## src/rtl/srsd_pkg.sv

```systemverilog
// ----------------------------------------------------------------------------
// srsd_pkg: shared types and constants of the stitch record stream decoder
// Holds the record phase encoding, the result kinds and the record codes.
// ----------------------------------------------------------------------------
package srsd_pkg;

  // Width of the header byte counter; covers header lengths up to 511 bytes.
  localparam int HDR_CNT_W = 9;

  localparam int BYTE_W = 8;
  localparam int STEP_W = 16;
  localparam int KIND_W = 3;

  // Position inside the byte stream.
  typedef enum logic [3:0] {
    PH_HEADER,
    PH_FIRST,
    PH_SECOND,
    PH_PAD,
    PH_CODE,
    PH_XLO,
    PH_XHI,
    PH_YLO,
    PH_YHI
  } phase_t;

  // Result kinds.
  localparam logic [KIND_W-1:0] KIND_NORMAL = 3'd0;
  localparam logic [KIND_W-1:0] KIND_STOP   = 3'd1;
  localparam logic [KIND_W-1:0] KIND_TRIM   = 3'd2;
  localparam logic [KIND_W-1:0] KIND_END    = 3'd3;
  localparam logic [KIND_W-1:0] KIND_TRUNC  = 3'd4;

  // Byte values with a meaning of their own.
  localparam logic [BYTE_W-1:0] LONG_MARK = 8'h80;
  localparam logic [BYTE_W-1:0] CODE_STOP = 8'h02;
  localparam logic [BYTE_W-1:0] CODE_STOP_ALT = 8'hE1;
  localparam logic [BYTE_W-1:0] CODE_TRIM = 8'h03;
  localparam logic [BYTE_W-1:0] CODE_END  = 8'h7E;

  // One decoded result, with a flag that says it is present.
  typedef struct packed {
    logic                     valid;
    logic signed [STEP_W-1:0] step_x;
    logic signed [STEP_W-1:0] step_y;
    logic [KIND_W-1:0]        kind;
  } result_t;

endpackage

```

## src/rtl/stitch_record_stream_decoder.sv

```systemverilog
// ----------------------------------------------------------------------------
// stitch_record_stream_decoder: stitch file byte stream to stitch moves
// Drops a fixed-length header, then decodes short and long stitch records.
// ----------------------------------------------------------------------------
//
//   channel  direction  ports                                     per transaction
//   in_      input      in_valid/in_ready, data_byte, final_byte  one file byte
//   out_     output     out_valid/out_ready, step_x, step_y, kind one stitch
//
// The block takes one byte per cycle while in_ready is high. A byte is decoded in the cycle it is
// accepted, and a result that it completes appears on the out_ channel in
// the next cycle, from a single result register.
// in_ready is high whenever the result register is empty or is being emptied
// in the same cycle, so a stall downstream stops input only while a result
// waits there.
// Reset (rst_n low at a rising edge) returns the decoder to the start of the
// header and drops any result that was waiting.
// After the end code or the byte flagged as final, the block keeps accepting
// bytes and discards them until reset.
//
// Records: a short record is two signed bytes (dx, dy). A byte of 0x80 opens
// a long record: a pad byte, a code byte, then dx and dy as little-endian
// signed 16-bit values. A stream that ends inside a record gives a truncated
// record result with zero motion.
// ----------------------------------------------------------------------------
module stitch_record_stream_decoder #(
  parameter int HEADER_BYTES = 256
) (
  input  logic                                clk,
  input  logic                                rst_n,
  input  logic                                in_valid,
  output logic                                in_ready,
  input  logic [srsd_pkg::BYTE_W-1:0]         in_data_byte,
  input  logic                                in_final_byte,
  output logic                                out_valid,
  input  logic                                out_ready,
  output logic signed [srsd_pkg::STEP_W-1:0]  out_step_x,
  output logic signed [srsd_pkg::STEP_W-1:0]  out_step_y,
  output logic [srsd_pkg::KIND_W-1:0]         out_stitch_kind
);

  srsd_pkg::result_t res;
  logic              slot_free;
  logic              byte_fire;

  assign in_ready  = slot_free;
  assign byte_fire = in_valid && slot_free;

  // Phase tracking and result formation.
  srsd_decode #(
    .HEADER_BYTES(HEADER_BYTES)
  ) u_decode (
    .clk       (clk),
    .rst_n     (rst_n),
    .byte_fire (byte_fire),
    .data_byte (in_data_byte),
    .final_byte(in_final_byte),
    .res       (res)
  );

  // Result register toward the consumer.
  srsd_out_reg u_out_reg (
    .clk            (clk),
    .rst_n          (rst_n),
    .res            (res),
    .out_ready      (out_ready),
    .out_valid      (out_valid),
    .slot_free      (slot_free),
    .out_step_x     (out_step_x),
    .out_step_y     (out_step_y),
    .out_stitch_kind(out_stitch_kind)
  );

endmodule

```

## src/rtl/srsd_decode.sv

```systemverilog
// ----------------------------------------------------------------------------
// srsd_decode: record phase tracker and result builder
// Follows the byte stream through header and records and forms one result.
// ----------------------------------------------------------------------------
module srsd_decode #(
  parameter int HEADER_BYTES = 256
) (
  input  logic                          clk,
  input  logic                          rst_n,
  input  logic                          byte_fire,
  input  logic [srsd_pkg::BYTE_W-1:0]   data_byte,
  input  logic                          final_byte,
  output srsd_pkg::result_t             res
);

  localparam logic [srsd_pkg::HDR_CNT_W-1:0] HDR_LIMIT =
    srsd_pkg::HDR_CNT_W'(HEADER_BYTES);
  localparam srsd_pkg::phase_t PHASE_RESET =
    (HEADER_BYTES == 0) ? srsd_pkg::PH_FIRST : srsd_pkg::PH_HEADER;

  srsd_pkg::phase_t phase_r, phase_nxt;
  logic [srsd_pkg::HDR_CNT_W-1:0] hdr_cnt_r, hdr_cnt_nxt;
  logic [srsd_pkg::BYTE_W-1:0]    first_r, first_nxt;
  logic [srsd_pkg::BYTE_W-1:0]    code_r, code_nxt;
  logic [srsd_pkg::BYTE_W-1:0]    low_r, low_nxt;
  logic [srsd_pkg::STEP_W-1:0]    xhold_r, xhold_nxt;
  logic                           finished_r, finished_nxt;

  logic                           take;
  logic                           rec_done;
  logic [srsd_pkg::HDR_CNT_W-1:0] hdr_inc;

  assign take    = byte_fire && !finished_r;
  assign hdr_inc = hdr_cnt_r + 1'b1;

  // A byte that closes a record (or is a header byte) leaves no partial record.
  assign rec_done = (phase_r == srsd_pkg::PH_HEADER) ||
                    (phase_r == srsd_pkg::PH_SECOND) ||
                    (phase_r == srsd_pkg::PH_YHI);

  // Next state.
  always_comb begin
    phase_nxt    = phase_r;
    hdr_cnt_nxt  = hdr_cnt_r;
    first_nxt    = first_r;
    code_nxt     = code_r;
    low_nxt      = low_r;
    xhold_nxt    = xhold_r;
    finished_nxt = finished_r;
    if (take) begin
      unique case (phase_r)
        srsd_pkg::PH_HEADER: begin
          hdr_cnt_nxt = hdr_inc;
          if (hdr_inc >= HDR_LIMIT) begin
            phase_nxt = srsd_pkg::PH_FIRST;
          end
        end
        srsd_pkg::PH_FIRST: begin
          first_nxt = data_byte;
          phase_nxt = (data_byte == srsd_pkg::LONG_MARK) ? srsd_pkg::PH_PAD
                                                         : srsd_pkg::PH_SECOND;
        end
        srsd_pkg::PH_SECOND: phase_nxt = srsd_pkg::PH_FIRST;
        srsd_pkg::PH_PAD:    phase_nxt = srsd_pkg::PH_CODE;
        srsd_pkg::PH_CODE: begin
          code_nxt  = data_byte;
          phase_nxt = srsd_pkg::PH_XLO;
        end
        srsd_pkg::PH_XLO: begin
          low_nxt   = data_byte;
          phase_nxt = srsd_pkg::PH_XHI;
        end
        srsd_pkg::PH_XHI: begin
          xhold_nxt = {data_byte, low_r};
          phase_nxt = srsd_pkg::PH_YLO;
        end
        srsd_pkg::PH_YLO: begin
          low_nxt   = data_byte;
          phase_nxt = srsd_pkg::PH_YHI;
        end
        srsd_pkg::PH_YHI: begin
          phase_nxt = srsd_pkg::PH_FIRST;
          if (code_r == srsd_pkg::CODE_END) begin
            finished_nxt = 1'b1;
          end
        end
        default: phase_nxt = srsd_pkg::PH_FIRST;
      endcase
      if (final_byte) begin
        finished_nxt = 1'b1;
      end
    end
  end

  // Result of the current byte.
  always_comb begin
    res.valid  = 1'b0;
    res.step_x = '0;
    res.step_y = '0;
    res.kind   = srsd_pkg::KIND_NORMAL;
    if (take) begin
      if (final_byte && !rec_done) begin
        res.valid = 1'b1;
        res.kind  = srsd_pkg::KIND_TRUNC;
      end else if (phase_r == srsd_pkg::PH_SECOND) begin
        res.valid  = 1'b1;
        res.step_x = srsd_pkg::STEP_W'(signed'(first_r));
        res.step_y = srsd_pkg::STEP_W'(signed'(data_byte));
      end else if (phase_r == srsd_pkg::PH_YHI) begin
        res.valid = 1'b1;
        if (code_r == srsd_pkg::CODE_END) begin
          res.kind = srsd_pkg::KIND_END;
        end else begin
          res.step_x = xhold_r;
          res.step_y = {data_byte, low_r};
          if (code_r == srsd_pkg::CODE_STOP || code_r == srsd_pkg::CODE_STOP_ALT) begin
            res.kind = srsd_pkg::KIND_STOP;
          end else if (code_r == srsd_pkg::CODE_TRIM) begin
            res.kind = srsd_pkg::KIND_TRIM;
          end
        end
      end
    end
  end

  always_ff @(posedge clk) begin
    if (!rst_n) begin
      phase_r    <= PHASE_RESET;
      hdr_cnt_r  <= '0;
      first_r    <= '0;
      code_r     <= '0;
      low_r      <= '0;
      xhold_r    <= '0;
      finished_r <= 1'b0;
    end else begin
      phase_r    <= phase_nxt;
      hdr_cnt_r  <= hdr_cnt_nxt;
      first_r    <= first_nxt;
      code_r     <= code_nxt;
      low_r      <= low_nxt;
      xhold_r    <= xhold_nxt;
      finished_r <= finished_nxt;
    end
  end

endmodule

```

## src/rtl/srsd_out_reg.sv

```systemverilog
// ----------------------------------------------------------------------------
// srsd_out_reg: result register
// Holds one result until the downstream side takes it.
// ----------------------------------------------------------------------------
module srsd_out_reg (
  input  logic                                clk,
  input  logic                                rst_n,
  input  srsd_pkg::result_t                   res,
  input  logic                                out_ready,
  output logic                                out_valid,
  output logic                                slot_free,
  output logic signed [srsd_pkg::STEP_W-1:0]  out_step_x,
  output logic signed [srsd_pkg::STEP_W-1:0]  out_step_y,
  output logic [srsd_pkg::KIND_W-1:0]         out_stitch_kind
);

  logic                               valid_r;
  logic signed [srsd_pkg::STEP_W-1:0] x_r, y_r;
  logic [srsd_pkg::KIND_W-1:0]        kind_r;

  // The slot frees in the same cycle its transaction completes.
  assign slot_free = !valid_r || out_ready;

  always_ff @(posedge clk) begin
    if (!rst_n) begin
      valid_r <= 1'b0;
    end else if (res.valid) begin
      valid_r <= 1'b1;
    end else if (out_ready) begin
      valid_r <= 1'b0;
    end
  end

  always_ff @(posedge clk) begin
    if (res.valid) begin
      x_r    <= res.step_x;
      y_r    <= res.step_y;
      kind_r <= res.kind;
    end
  end

  assign out_valid       = valid_r;
  assign out_step_x      = x_r;
  assign out_step_y      = y_r;
  assign out_stitch_kind = kind_r;

endmodule

```

## config.mk

```make
export PLATFORM = sky130hd
export DESIGN_NAME = stitch_record_stream_decoder
export DESIGN_NICKNAME = d
export VERILOG_FILES = /design/src/rtl/srsd_pkg.sv /design/src/rtl/stitch_record_stream_decoder.sv /design/src/rtl/srsd_decode.sv /design/src/rtl/srsd_out_reg.sv
export SDC_FILE = /design/constraint.sdc
export NUM_CORES = 1
export LEC_CHECK = 0
export BUFFER_PORTS_ARGS = -buffer_cell sky130_fd_sc_hd__buf_2
export CORE_MARGIN = 8
export CORE_UTILIZATION = 30
export DETAILED_ROUTE_END_ITERATION = 8
export GPL_TIMING_DRIVEN = 0
export PLACE_DENSITY = 0.52
export SLEW_MARGIN = 20
export SYNTH_ARGS = -nofsm -noshare
export SYNTH_HDL_FRONTEND = slang
export SYNTH_SLANG_ARGS = --single-unit
export TNS_END_PERCENT = 5
```

## constraint.sdc

```tcl
create_clock -name clk -period 7.2 [get_ports clk]
set_input_delay 1.44 -clock clk [delete_from_list [all_inputs] [get_ports clk]]
set_output_delay 1.44 -clock clk [all_outputs]
set_load 0.05 [all_outputs]
```

======== Word level (Yosys, flattened, before mapping) ========
Cells that the tools add are included.
word-level totals
  flip-flop bits (word level) ............. 90
  input bits .............................. 13
  output and inout port bits .............. 37
  word-level logic and storage cells ...... 73
cells by class
  add/sub/neg operators ................... 1
  magnitude comparators ................... 1
  equal/unequal tests ..................... 14
  mux-type cells .......................... 19
  bitwise operators ....................... 2
  reduce and logical (&&, ||, !) cells .... 24
operators with widths
  kind                   count
  $mux W36               2
  $mux W32               2
  $mux W33               1
  $pmux W4 S7            1
  $eq A4 B3 Y1 const B   4
  $eq A8 B2 Y1 const B   2
  $eq A8 B8 Y1 const B   2
  $reduce_and A2 Y1      6
  $add A9 B1 Y9 const B  1
  $ge A9 B9 Y1 const B   1
  $mux W3                3
  $eq A4 B2 Y1 const B   2
  $eq A8 B7 Y1 const B   1
  $mux W1                7
  $reduce_bool A2 Y1     3
  $eq A4 B1 Y1 const B   1
  $eq A4 B4 Y1 const B   1
  $logic_not A4 Y1       1
  $logic_or A1 B1 Y1     4
  $mux W2                2
  $mux W4                1
  $reduce_or A2 Y1       2
  $reduce_or A4 Y1       1
  $logic_and A1 B1 Y1    3
  4 further kinds        7

======== Logic depth before layout (Yosys ltp) ========
  depth after elaboration ................. 9
  gate-level depth with buffers ........... 6

======== By module ========
Synthesis repeated with hierarchy kept, for this count alone.
second synthesis, totals
  cell total of the unflattened synthesis .. 417
  area total of the unflattened synthesis .. 3822.4 µm²
by module, submodules not included
  module                        instances  cells each  area each (µm²)
  srsd_decode                   1          377         2716.4
  srsd_out_reg                  1          39          1099.8
  stitch_record_stream_decoder  1          1           6.3

======== Least setup slack after synthesis ========
OpenSTA, ideal clock, no wires.
  path type ............................... input port to flip-flop
  start ................................... input in_valid
  end ..................................... register u_out_reg.x_r, in the netlist u_out_reg.out_step_x[0], enable pin
  arrival time ............................ 3083 ps
  data required time ...................... 6801 ps
  setup slack ............................. 3718 ps
  cell stages on the path ................. 4
  buffers on the path ..................... 1
  cell sequence ........................... buf_2 > inv_1 > nor3_1 > o31a_1
RTL lines
  item                    line                                RTL
  start: declaration      stitch_record_stream_decoder.sv:31  input logic in_valid,
  end signal: assignment  srsd_out_reg.sv:36                  x_r <= res.step_x;
  end: declaration        srsd_out_reg.sv:18                  logic signed [srsd_pkg::STEP_W-1:0] x_r, y_r;

======== Final worst setup path ========
  start ................................... input out_ready
  end ..................................... output in_ready
between the ends
  longest elaborated chain between the ends .. 1
ends and longest elaborated chain
  item                line                                RTL
  start: declaration  stitch_record_stream_decoder.sv:36  input logic out_ready,
  $logic_or A1 B1 Y1  srsd_out_reg.sv:22                  assign slot_free = !valid_r || out_ready;
  end: declaration    stitch_record_stream_decoder.sv:32  output logic in_ready,
Every way passes these cells.

==> impl_results.md <==
- Synth Net Count: 375
- Clock latency on the worst-skew pair: roughly 0.34 ns
- Largest family of logic cells by synthesized area: simple AND/OR/NAND/NOR gates
- First-pass GRT wire length: about 15000 um
- Post-synth EDFFs: 35
- RSZ-0062 raised after global routing: false
- Rel. slew slack: around half
- Die ar.: approximately 17000 um2
- Synth warn: 0
- Mapped Area: 3819 um2
- Startpoint types: input pin
- Fillers: between 1000 and 1500
- Vias per cell: 4.798
- Period minus WS final: between 3 and 4 ns
- Final Wtd Congestion: approximately 0.76
- 1st-pass router iterations: 4
- Area occupied by registers: roughly 2200 um2
- Peak supply drop: about 0.096 mV
- Tot GR Track Use: 12.00%
- Starting DRT DRC Count: ~180
- Final net count: 435
- Layout cell share with drive strength beyond 1: ~21%
- Synth Area per Inst: about 11 um2
- Xor/xnor cell area share of the yosys netlist: 0.4587%
- Hold EP: u_decode.first_r[4]$_SDFFE_PN0P_
- Worst Setup End Kind: primary output
- Crit. Startpoint: out_ready
- Cell taking the most area after synthesis: dfxtp_1
- Type of the worst setup path: input pin to primary output
- Area Growth Syn to Fin: 20.22%
- Async SR Flop Fraction: 0%
- Post-CTS sizing: 0
- FMAX: roughly 0.26 GHz
- Vias in the first global route: approximately 2900
- Area of the multi-input gates: 1546 um2
- Clk buf depth: 2
- Crit path required time: between 5 and 6 ns
- Worst reg-to-reg setup slack: 5.04 ns
- Setup TNS: 0 ns
- # IOs: 50
- Leakage power: 1.766 nW
- Pwr dens: 223.6 nW/um2
- Buffers on Ports: 48
- Final period util: approximately 53%
- Post-Route WL: 9510 um
- Post-synthesis adder-cell area fraction: 0.3277%
- CTS buffer count: 9
- Crit-path max FO: 8
- Hold Path Stages: 2
- Drt drc: 0
- Post-DRT Antenna Nets: 0
- Most used DFF post-synth: dfxtp_1
- Final cell count without fillers: between 500 and 600
- Yosys top cell area share: 28.83%
- Clock skew: between 0.003 and 0.004 ns
- Synth area leaders: dfxtp_1, edfxtp_1, mux2i_1, nand2_1, nor2_1
- CTS Hold Buffers Added: 0
- Worst slew pin tran: slightly above 0.7 ns
- Hold crit path type: flip-flop to flip-flop
- WL/cell: between 15 and 20 um
- Number of synthesized register bits: 90
- Yosys cell types: just under 50
- R2r worst-path depth: 4
- Core area: about 13000 um2
- Clk Tree Root Cell: clkbuf_16
- Multiplexer share of the synthesized area: a little over a tenth
- Max_cap viols: 0
- Number of setup buffers added after CTS: 0
- Outcome: finished, final reports clean
- Worst-path clk slew: roughly 0.060 ns
- Starting Density: 30.51%
- N_diodes: 0
- Post-Synthesis Cells: approximately 360
- CTS H-tree depth: 3
- Arrival time at the worst endpoint: roughly 2.4 ns
- Compound-Gate Fraction of Synth Area: 10.94%
- Site row count: just over 40
- Final setup violation count: 0
- Fin. Hold Viols: 0
- Placed insts: approximately 580
- R2R Path Start: u_out_reg.out_valid$_SDFFE_PN0P_
- Crit Reg-Reg Endpoint: u_out_reg.out_step_x[9]$_SDFFCE_PP0P_
- Die span in x: between 100 and 150 um
- Via count: 2869
- TritonCTS clock tree: built
- Largest net degree at the start of global routing: 27
- Fraction of the mapped netlist area in simple logic gates: a little under a fifth
- Max Transition Viols Final: 0
- Grt ovf: 0
- CTS sink cnt: 90
- HPWL Detailed: 6590 um
- Initial antenna violation count: 0
- Hold wc startpoint: u_decode.first_r[4]$_SDFFE_PN0P_
- Die Y: 128.8 um
- Post-synthesis sequential area ratio: between 50% and 60%
- Hold slack: about 0.46 ns
-- per-layer routing --
| layer | part of all wire [%] | GRT usage [%] | up-vias |
|---|---|---|---|
| li1 | - | - | 1432 |
| met3 | 4.3 | 3.186 | 10 |
| met2 | 46 | 18.63 | 57 |
| met1 | 48 | 15.50 | 1370 |
| met4 | 1.5 | 4.838 | 0 |
| met5 | 0 | 0 | - |
-- sequential cells by signal, indices dropped and copies added, names as in the netlist --
| name | count |
|---|---|
| u_decode.code_r | 8 |
| u_decode.finished_r | 1 |
| u_decode.first_r | 8 |
| u_decode.hdr_cnt_r | 9 |
| u_decode.low_r | 8 |
| u_decode.phase_r | 4 |
| u_decode.xhold_r | 16 |
| u_out_reg.out_step_x | 16 |
| u_out_reg.out_step_y | 16 |
| u_out_reg.out_stitch_kind | 3 |
| u_out_reg.out_valid | 1 |
-- cell type report --
cell class | instances | area share, %
inverters | 5 | 0.4088
clock inverters | 7 | 1.526
plain buffers | 21 | 2.235
multi-input cells | 245 | 33.69
well taps | 172 | 4.688
clock buffers | 9 | 4.906
flip-flops and latches | 90 | 46.88
repair buffers | 49 | 5.669
-- through the flow --
step / worst slack [ns] / util [%] / instance area [um2] / total power [mW]
finish: 3.410 / 36.68 / 4591 / 1.027
global route: 3.339 / 36.68 / 4591 / 1.065
CTS: 3.361 / 36.68 / 4591 / 1.041
detailed placement: 3.363 / 34.32 / 4295 / 0.5732
global placement: 2.978 / 34.15 / 4274 / 0.5733
floorplan: 3.718 / - / 3819 / 0.5562
-- cell families after synthesis --
kind of cell	Yosys count
buffers and inverters	26
and+or+nand+nor	137
muxes	40
DFF	90
AOI/OAI and AO/OA	65
xor gates and xnor gates	2
adders and majority gates	1
-- cells in the mapped netlist, drive strengths merged (3+ instances only) --
library cell and number:
dfxtp 55, nand2 51, nor2 43, mux2i 40
edfxtp 35, a21oi 28, a22oi 14, buf 11
clkbuf 10, nand4 7, nor3 7, o21ai 5
inv 4, nand3 4, nor4b 4, o31ai 4
or4 4, nor2b 3, or3 3
-- critical path: stages --
cell and delay (ns):
buf_2 0.09, nor2b_1 0.36, inv_2 0.19, buf_2 0.26
-- how the worst max path moves through the flow --
stage / to / slack [ns]
floorplan: u_out_reg.out_step_x[0]$_SDFFCE_PP0P_ / 3.72
global placement: u_out_reg.out_step_x[6]$_SDFFCE_PP0P_ / 2.98
detailed placement: in_ready / 3.36
CTS: in_ready / 3.36
global route: in_ready / 3.34
finish: in_ready / 3.41
-- power breakdown --
group / total (mW) / switching, mW / internal, mW
sequential: 0.528 / 0.00154 / 0.526
combinational: 0.0341 / 0.0262 / 0.00785
clock: 0.465 / 0.197 / 0.268
-- layout by cell type, fill, tap and decap left out, drive strengths merged, types with 3 or more instances in the layout --
cell / n
a21oi: 28
mux2i: 40
nor4b: 4
edfxtp: 35
nand2: 51
a22oi: 14
nor2b: 3
buf: 60
nor2: 43
nand4: 7
or3: 3
o21ai: 5
nand3: 4
clkinv: 5
nor3: 7
o31ai: 4
or4: 4
inv: 4
clkbuf: 19
dfxtp: 55
Note: power is estimated with default switching activity, not from simulation.
